## config.mk

```make
export PLATFORM = sky130hd
export DESIGN_NAME = rgba_color_transform_top
export DESIGN_NICKNAME = d
export VERILOG_FILES = /design/src/hdl/rct_pkg.sv /design/src/hdl/rgba_color_transform_top.sv /design/src/hdl/rct_regs.sv /design/src/hdl/rct_flow.sv /design/src/hdl/rct_datapath.sv
export SDC_FILE = /design/constraint.sdc
export NUM_CORES = 2
export LEC_CHECK = 0
export ABC_AREA = 1
export BUFFER_PORTS_ARGS = -buffer_cell sky130_fd_sc_hd__buf_4
export CORE_MARGIN = 8
export CORE_UTILIZATION = 35
export CTS_CLUSTER_SIZE = 16
export DETAILED_ROUTE_END_ITERATION = 6
export PLACE_DENSITY = 0.6
export SLEW_MARGIN = 20
export SYNTH_ARGS = -nofsm -noshare
export SYNTH_HDL_FRONTEND = slang
export SYNTH_SLANG_ARGS = --single-unit
```

## constraint.sdc

```tcl
create_clock -name clk -period 16.5 [get_ports clk]
set_input_delay 3.3 -clock clk [delete_from_list [all_inputs] [get_ports clk]]
set_output_delay 3.3 -clock clk [all_outputs]
set_load 0.02 [all_outputs]
```

## src/hdl/rct_pkg.sv

```systemverilog
// Shared types and constants of the RGBA color transform.
// Depends on nothing; used by every module of the block.
package rct_pkg;

  localparam int CH_NUM     = 4;
  localparam int COLOR_NUM  = 3;
  localparam int CH_ALPHA   = 3;
  localparam int PIX_W      = 8;
  localparam int GAIN_W     = 16;
  localparam int OFS_W      = 9;
  localparam int FRAC_W     = 8;
  localparam int CFG_IDX_W  = 3;
  localparam int CFG_DATA_W = 16;
  localparam int PROD_W     = PIX_W + 1 + GAIN_W;
  localparam int SCALED_W   = PROD_W + 1;
  localparam int CLAMP_W    = 24;
  localparam int WPROD_W    = CLAMP_W + PIX_W;
  localparam int QUOT_W     = WPROD_W - FRAC_W;
  localparam int STAGES     = 4;

  localparam logic [PIX_W-1:0]   ALPHA_MAX  = 8'd255;
  localparam logic [GAIN_W-1:0]  UNITY_GAIN = 16'd256;
  localparam logic [CLAMP_W-1:0] S_LIMIT    = 24'd16646400;
  localparam logic [QUOT_W-1:0]  T_LIMIT    = 24'd65280;

  typedef logic [PIX_W-1:0]         pix_t;
  typedef logic signed [GAIN_W-1:0] gain_t;
  typedef logic signed [OFS_W-1:0]  ofs_t;

  typedef enum logic [CFG_IDX_W-1:0] {
    REG_RED_GAIN     = 3'd0,
    REG_GREEN_GAIN   = 3'd1,
    REG_BLUE_GAIN    = 3'd2,
    REG_ALPHA_GAIN   = 3'd3,
    REG_RED_OFFSET   = 3'd4,
    REG_GREEN_OFFSET = 3'd5,
    REG_BLUE_OFFSET  = 3'd6,
    REG_ALPHA_OFFSET = 3'd7
  } cfg_reg_t;

  typedef struct packed {
    logic [CH_NUM-1:0][GAIN_W-1:0] gain;
    logic [CH_NUM-1:0][OFS_W-1:0]  ofs;
    logic                          ident;
  } cfg_t;

  typedef struct packed {
    logic [STAGES-1:0] adv;
  } flow_t;

endpackage

```

## src/hdl/rgba_color_transform_top.sv

```systemverilog
// Top level of the RGBA color transform with alpha weighting.
// Depends on rct_pkg, rct_regs, rct_flow and rct_datapath.
//
// Pixels enter on the input channel (in_valid, in_stall) with the four
// channel bytes and last_in, and leave on the output channel (out_valid,
// out_stall) with the transformed bytes and last_out, one result per
// transaction and in order.
// The pipeline has four register stages: scale and offset, clamp, alpha
// multiply, divide by 255 with saturation. An accepted input transaction
// passes through them in that order to out_valid, and one pixel is taken every
// cycle while the output is not stalled.
// When the receiver stalls, the output register holds its pixel and the
// stages behind it keep filling their empty slots; in_stall rises only
// once every stage holds a pixel.
// Reset clears all valid bits, sets every gain to 1.0 and every offset
// to zero, so the block then passes pixels through unchanged.
// The user writes registers through cfg_write, cfg_index and cfg_data only
// while no transaction is in flight; the block itself does not enforce it.
module rgba_color_transform_top (
  input  logic                            clk,
  input  logic                            rst,
  input  logic                            cfg_write,
  input  logic [rct_pkg::CFG_IDX_W-1:0]   cfg_index,
  input  logic [rct_pkg::CFG_DATA_W-1:0]  cfg_data,
  input  logic                            in_valid,
  output logic                            in_stall,
  input  logic [rct_pkg::PIX_W-1:0]       red_in,
  input  logic [rct_pkg::PIX_W-1:0]       green_in,
  input  logic [rct_pkg::PIX_W-1:0]       blue_in,
  input  logic [rct_pkg::PIX_W-1:0]       alpha_in,
  input  logic                            last_in,
  output logic                            out_valid,
  input  logic                            out_stall,
  output logic [rct_pkg::PIX_W-1:0]       red_out,
  output logic [rct_pkg::PIX_W-1:0]       green_out,
  output logic [rct_pkg::PIX_W-1:0]       blue_out,
  output logic [rct_pkg::PIX_W-1:0]       alpha_out,
  output logic                            last_out
);
  import rct_pkg::*;

  cfg_t                          cfg;
  flow_t                         flow;
  logic [CH_NUM-1:0][PIX_W-1:0]  pix_in;
  logic [CH_NUM-1:0][PIX_W-1:0]  pix_out;

  assign pix_in = {alpha_in, blue_in, green_in, red_in};

  rct_regs u_regs (
    .clk       (clk),
    .rst       (rst),
    .cfg_write (cfg_write),
    .cfg_index (cfg_index),
    .cfg_data  (cfg_data),
    .cfg       (cfg)
  );

  rct_flow u_flow (
    .clk       (clk),
    .rst       (rst),
    .in_valid  (in_valid),
    .in_stall  (in_stall),
    .out_valid (out_valid),
    .out_stall (out_stall),
    .flow      (flow)
  );

  rct_datapath u_datapath (
    .clk      (clk),
    .flow     (flow),
    .cfg      (cfg),
    .pix_in   (pix_in),
    .last_in  (last_in),
    .pix_out  (pix_out),
    .last_out (last_out)
  );

  assign red_out   = pix_out[0];
  assign green_out = pix_out[1];
  assign blue_out  = pix_out[2];
  assign alpha_out = pix_out[CH_ALPHA];

endmodule

```

## src/hdl/rct_regs.sv

```systemverilog
// Configuration registers of the RGBA color transform and the identity flag.
// Depends on rct_pkg.
module rct_regs (
  input  logic                            clk,
  input  logic                            rst,
  input  logic                            cfg_write,
  input  logic [rct_pkg::CFG_IDX_W-1:0]   cfg_index,
  input  logic [rct_pkg::CFG_DATA_W-1:0]  cfg_data,
  output rct_pkg::cfg_t                   cfg
);
  import rct_pkg::*;

  logic [CH_NUM-1:0][GAIN_W-1:0] gain;
  logic [CH_NUM-1:0][OFS_W-1:0]  ofs;
  logic                          ident;

  always_ff @(posedge clk) begin
    if (rst) begin
      for (int i = 0; i < CH_NUM; i++) begin
        gain[i] <= UNITY_GAIN;
        ofs[i]  <= '0;
      end
    end else if (cfg_write) begin
      case (cfg_reg_t'(cfg_index))
        REG_RED_GAIN:     gain[0] <= cfg_data[GAIN_W-1:0];
        REG_GREEN_GAIN:   gain[1] <= cfg_data[GAIN_W-1:0];
        REG_BLUE_GAIN:    gain[2] <= cfg_data[GAIN_W-1:0];
        REG_ALPHA_GAIN:   gain[3] <= cfg_data[GAIN_W-1:0];
        REG_RED_OFFSET:   ofs[0]  <= cfg_data[OFS_W-1:0];
        REG_GREEN_OFFSET: ofs[1]  <= cfg_data[OFS_W-1:0];
        REG_BLUE_OFFSET:  ofs[2]  <= cfg_data[OFS_W-1:0];
        REG_ALPHA_OFFSET: ofs[3]  <= cfg_data[OFS_W-1:0];
        default: begin
        end
      endcase
    end
  end

  always_comb begin
    ident = 1'b1;
    for (int i = 0; i < CH_NUM; i++) begin
      if (gain[i] != UNITY_GAIN || ofs[i] != '0) begin
        ident = 1'b0;
      end
    end
  end

  assign cfg.gain  = gain;
  assign cfg.ofs   = ofs;
  assign cfg.ident = ident;

endmodule

```

## src/hdl/rct_flow.sv

```systemverilog
// Valid bits and stage advance enables of the four-stage pipeline.
// Depends on rct_pkg.
module rct_flow (
  input  logic           clk,
  input  logic           rst,
  input  logic           in_valid,
  output logic           in_stall,
  output logic           out_valid,
  input  logic           out_stall,
  output rct_pkg::flow_t flow
);
  import rct_pkg::*;

  logic [STAGES-1:0] vld;
  logic [STAGES-1:0] vld_next;
  logic [STAGES-1:0] adv;

  always_comb begin
    adv[STAGES-1] = !vld[STAGES-1] || !out_stall;
    for (int k = STAGES - 2; k >= 0; k--) begin
      adv[k] = !vld[k] || adv[k+1];
    end
  end

  assign vld_next = {vld[STAGES-2:0], in_valid};

  always_ff @(posedge clk) begin
    if (rst) begin
      vld <= '0;
    end else begin
      for (int k = 0; k < STAGES; k++) begin
        if (adv[k]) begin
          vld[k] <= vld_next[k];
        end
      end
    end
  end

  assign in_stall  = !adv[0];
  assign out_valid = vld[STAGES-1];
  assign flow.adv  = adv;

endmodule

```

## src/hdl/rct_datapath.sv

```systemverilog
// Arithmetic stages: scale and offset, clamp, alpha multiply, divide by 255.
// Depends on rct_pkg; advanced by the enables from rct_flow.
module rct_datapath (
  input  logic                                        clk,
  input  rct_pkg::flow_t                              flow,
  input  rct_pkg::cfg_t                               cfg,
  input  logic [rct_pkg::CH_NUM-1:0][rct_pkg::PIX_W-1:0] pix_in,
  input  logic                                        last_in,
  output logic [rct_pkg::CH_NUM-1:0][rct_pkg::PIX_W-1:0] pix_out,
  output logic                                        last_out
);
  import rct_pkg::*;

  logic signed [PROD_W-1:0]   prod     [CH_NUM];
  logic signed [SCALED_W-1:0] s1_next  [CH_NUM];
  logic signed [SCALED_W-1:0] s1       [CH_NUM];
  pix_t                       raw1     [CH_NUM];
  logic                       last1;

  logic [CLAMP_W-1:0]         c2_next  [COLOR_NUM];
  logic [CLAMP_W-1:0]         c2       [COLOR_NUM];
  pix_t                       na2_next;
  pix_t                       na2;
  pix_t                       raw2     [CH_NUM];
  logic                       last2;

  logic [WPROD_W-1:0]         wprod    [COLOR_NUM];
  logic [QUOT_W-1:0]          t3       [COLOR_NUM];
  pix_t                       na3;
  pix_t                       raw3     [CH_NUM];
  logic                       last3;

  logic [QUOT_W-1:0]          qsum     [COLOR_NUM];
  pix_t                       q4_next  [CH_NUM];
  pix_t                       pix4     [CH_NUM];
  logic                       last4;

  always_comb begin
    for (int i = 0; i < CH_NUM; i++) begin
      prod[i]    = $signed({1'b0, pix_in[i]}) * $signed(cfg.gain[i]);
      s1_next[i] = SCALED_W'(prod[i]) + SCALED_W'($signed({cfg.ofs[i], 8'h00}));
    end
  end

  always_ff @(posedge clk) begin
    if (flow.adv[0]) begin
      for (int i = 0; i < CH_NUM; i++) begin
        s1[i]   <= s1_next[i];
        raw1[i] <= pix_in[i];
      end
      last1 <= last_in;
    end
  end

  always_comb begin
    if (s1[CH_ALPHA][SCALED_W-1]) begin
      na2_next = '0;
    end else if (|s1[CH_ALPHA][SCALED_W-2:2*FRAC_W]) begin
      na2_next = ALPHA_MAX;
    end else begin
      na2_next = s1[CH_ALPHA][2*FRAC_W-1:FRAC_W];
    end
    for (int i = 0; i < COLOR_NUM; i++) begin
      if (s1[i][SCALED_W-1]) begin
        c2_next[i] = '0;
      end else if (s1[i][SCALED_W-2:0] >= (SCALED_W-1)'(S_LIMIT)) begin
        c2_next[i] = S_LIMIT;
      end else begin
        c2_next[i] = s1[i][CLAMP_W-1:0];
      end
    end
  end

  always_ff @(posedge clk) begin
    if (flow.adv[1]) begin
      for (int i = 0; i < COLOR_NUM; i++) begin
        c2[i] <= c2_next[i];
      end
      for (int i = 0; i < CH_NUM; i++) begin
        raw2[i] <= raw1[i];
      end
      na2   <= na2_next;
      last2 <= last1;
    end
  end

  always_comb begin
    for (int i = 0; i < COLOR_NUM; i++) begin
      wprod[i] = WPROD_W'(c2[i]) * WPROD_W'(na2);
    end
  end

  always_ff @(posedge clk) begin
    if (flow.adv[2]) begin
      for (int i = 0; i < COLOR_NUM; i++) begin
        t3[i] <= wprod[i][WPROD_W-1:FRAC_W];
      end
      for (int i = 0; i < CH_NUM; i++) begin
        raw3[i] <= raw2[i];
      end
      na3   <= na2;
      last3 <= last2;
    end
  end

  // Below the limit, (t + t/256 + 1) / 256 is exactly t / 255.
  always_comb begin
    for (int i = 0; i < COLOR_NUM; i++) begin
      qsum[i] = t3[i] + QUOT_W'(t3[i][2*FRAC_W-1:FRAC_W]) + QUOT_W'(1);
      if (cfg.ident) begin
        q4_next[i] = raw3[i];
      end else if (t3[i] >= T_LIMIT) begin
        q4_next[i] = ALPHA_MAX;
      end else begin
        q4_next[i] = qsum[i][2*FRAC_W-1:FRAC_W];
      end
    end
    q4_next[CH_ALPHA] = cfg.ident ? raw3[CH_ALPHA] : na3;
  end

  always_ff @(posedge clk) begin
    if (flow.adv[3]) begin
      for (int i = 0; i < CH_NUM; i++) begin
        pix4[i] <= q4_next[i];
      end
      last4 <= last3;
    end
  end

  always_comb begin
    for (int i = 0; i < CH_NUM; i++) begin
      pix_out[i] = pix4[i];
    end
  end

  assign last_out = last4;

endmodule

```

==> results.py <==
metrics = {
    "yosys": {
        "ys_warn_count": 0,
        "synth-simple-area-share": 0.184,
        "synth-seq-cells": 492,
        "syn_nets": 8636,
        "postSynthCellCount": 7324,
        "seq_area_frac_synth": 0.232,
        "avgSynthCellArea_um2": 8.08,
        "synth_compound_area_frac": 0.0485,
        "netlist_area_um2": 59200,
        "synth_flop_cell": "edfxtp_1",
        "synth_xor_area_frac": 0.0164,
        "synthMuxAreaShare": 0,
        "synthAdderAreaFrac": 0.376,
        "synth_edf_count": 388,
        "synth_cell_types": 39,
        "synth_top_family_by_area": "adder cells",
        "ys_async_sr_fraction": 0,
    },
    "run_status": {
        "status": "finished clean",
    },
    "layout": {
        "diodes": 0,
        "drive_gt1_frac": 0.0346,
        "seqCellArea_um2": 13700,
        "multi_input_area_um2": 37000,
        "finalNetCount": 8513,
        "syn2layout_area_growth_pct": 7.14,
        "layout_common_cells": "1,882 x nand2_1, 1,862 x inv_1, 876 x fa_1, 448 x nor2_1, 388 x edfxtp_1",
        "fill_cells": 17200,
        "final_common_cell": "nand2_1",
    },
    "sta": {
        "rsz0062_at_grt": "no",
        "max_freq_mhz": 106,
        "fin_crit_ns": 9.39,
        "fin_tns_setup_ns": 0,
        "final_max_slew_viol_count": 0,
        "setup_violations": 0,
        "clock_skew_ns": 0.0478,
        "hold_violations": 0,
        "max_slew.worst_pin.slew_ns": 1.11,
        "relSlewSlack": 0.262,
        "finalCritPeriodShare": 0.569,
    },
    "setup_path": {
        "end_kind": "output port",
        "crit_top_cell": "nor2_1",
        "max_stage_delay_ns": 0.60,
        "r2r_setup_slack_ns": 10.92,
        "r2r-start": "u_datapath.na2[6]",
        "cp_slowest_cell": "nand2_2",
        "r2r-end": "u_datapath.t3[0][44]",
        "cp.arrival_ns": 6.09,
        "worst_setup_path_start_kind": "input pin",
        "r2r_cells": 15,
        "critPathKind": "input pin to output port",
        "worst-path-max-fanout": 59,
        "crit_required_ns": 13.20,
        "worstPathCellList": "buf_4 -> nand2_2 -> nor2_1 -> inv_4 -> nor2_1 -> inv_4 -> nor2_1 -> buf_4",
    },
    "grt": {
        "grt_util_met3": 0.0175,
        "grt-ovfl-total": 0,
        "antenna_found_initial": 1,
        "top_usage_layer": "met2",
        "grt_usage": 0.164,
        "grt_use_met1": 0.209,
        "first_global_vias": 47100,
        "grt_pass1_wl_mm": 244,
        "grtUsageMet2": 0.294,
        "grt_max_degree": 78,
    },
    "clock_tree": {
        "cts.sinks": 492,
        "post_cts_buffers": 0,
        "cts_resized": 0,
        "ctsLongestPathBuffers": 3,
        "cts_root_buf": "clkbuf_16",
        "h-tree-depth": 2,
        "numCtsBuffers": 55,
        "cts_hold_buf": 0,
        "clk_latency_ns": 0.67,
        "clk_pin_slew_ns": 0.06,
        "cts_tree": "yes",
    },
    "route": {
        "wire_per_inst_um": 15.7,
        "vias": 44500,
        "drc": 0,
        "wirelength_mm": 149,
        "drt_iter0_drc": 2653,
        "drt.antenna.violating_nets": 0,
        "viasPerCell": 4.71,
        "drt_first_pass_iters": 6,
    },
    "placement": {
        "place.gp.congestion": 0.890,
        "dpl.hpwl_mm": 118,
        "port_buffers": 91,
    },
    "min_path": {
        "holdCritStartpoint": "u_datapath.raw2[1][7]",
        "hold_depth": 0,
        "hp-class": "register to register",
        "holdPathEnd": "u_datapath.raw3[1][7]",
    },
    "floorplan": {
        "die_h_um": 427,
        "ios": 92,
        "die_w_um": 427,
        "rows": 151,
        "core_area_um2": 169000,
        "start_util": 0.351,
        "dieArea_um2": 182000,
    },
    "job": {
        "maxCapViolations": 0,
    },
}
metal layers:
metal	part of all wire	routed length, um
met1	0.43	64500
met2	0.49	73500
met3	0.040	5870
met4	0.031	4650
met5	0	0
cell type report:
class	count	area share
multi-input cells	4632	0.584
flip-flops and latches	492	0.217
inverters	1908	0.113
well taps	2218	0.0438
clock buffers	67	0.0227
repair buffers	112	0.0133
clock inverters	35	0.00669
synthesized netlist by cell type (2+ instances only):
cell	instances	area share
o21ai_0	139	0.012
clkbuf_2	62	0.0052
xnor2_1	33	0.0049
and3_1	3	0.00032
nor2_1	450	0.029
nand4_1	46	0.0049
a31oi_1	10	0.0011
buf_1	4	0.00025
nor4_1	31	0.0033
nor2_4	2	0.00038
a21boi_1	14	0.0018
ha_1	379	0.080
dfxtp_1	104	0.035
a21o_1	17	0.0022
inv_2	41	0.0026
and2_1	4	0.00042
inv_1	1865	0.12
edfxtp_1	388	0.20
nand3b_1	10	0.0013
nand3_1	246	0.021
clkinv_1	2	0.00013
a21oi_1	229	0.019
clkbuf_1	172	0.011
nand2_1	1883	0.12
o21a_1	8	0.0010
buf_4	6	0.00076
o21bai_1	18	0.0023
buf_2	45	0.0038
xor2_1	78	0.012
o21ai_1	98	0.0083
fa_1	876	0.30
nor3_1	49	0.0041
a21boi_0	4	0.00051
buf_6	3	0.00057
worst max-delay path, delay by kind of cell:
family	cells	cell delay [ns]
AND/OR/NAND/NOR	4	1.28
buffers and inverters	4	1.49
registers in the layout, summed over array words and instances (netlist names):
register	flops
u_datapath.raw1	32
u_datapath.last2	1
u_datapath.c2	72
u_datapath.na2	8
u_datapath.raw2	32
u_datapath.pix4	32
u_datapath.t3	72
u_datapath.last_out	1
u_datapath.last3	1
u_regs.cfg	100
u_datapath.na3	8
u_flow.vld	4
u_datapath.s1	96
u_datapath.raw3	32
u_datapath.last1	1
worst max-delay path by stage:
| stage | start | endpoint | cells after the start |
|---|---|---|---|
| floorplan | out_stall | in_stall | 6 |
| global placement | out_stall | in_stall | 8 |
| detailed placement | out_stall | in_stall | 8 |
| CTS | out_stall | in_stall | 8 |
| global route | out_stall | in_stall | 8 |
| finish | out_stall | in_stall | 8 |
through the flow:
| step | instances | util | cell area, um^2 | hold slack (ns) | worst slack [ns] |
|---|---|---|---|---|---|
| global placement | 9362 | 0.365 | 61500 | 0.401 | 7.03 |
| detailed placement | 9362 | 0.365 | 61500 | 0.405 | 7.02 |
| finish | 9464 | 0.376 | 63400 | 0.404 | 7.11 |
| floorplan | 7324 | - | 59200 | 0.400 | 3.89 |
| CTS | 9464 | 0.376 | 63400 | 0.392 | 7.02 |
| global route | 9464 | 0.376 | 63400 | 0.401 | 6.82 |
cell families (layout without fill, tap and decap cells):
| family | Yosys count | after routing |
|---|---|---|
| AND/OR/NAND/NOR | 2727 | 2727 |
| buffers and inverters | 2200 | 2122 |
| adder cells (fa/ha/maj) | 1255 | 1255 |
| XOR/XNOR | 111 | 111 |
| flip-flops | 492 | 492 |
| AO/OA/AOI/OAI | 539 | 539 |
Power is left out: the tool's default activity adds up to more than one toggle a clock period on the data nets, which glitch-free logic cannot reach.
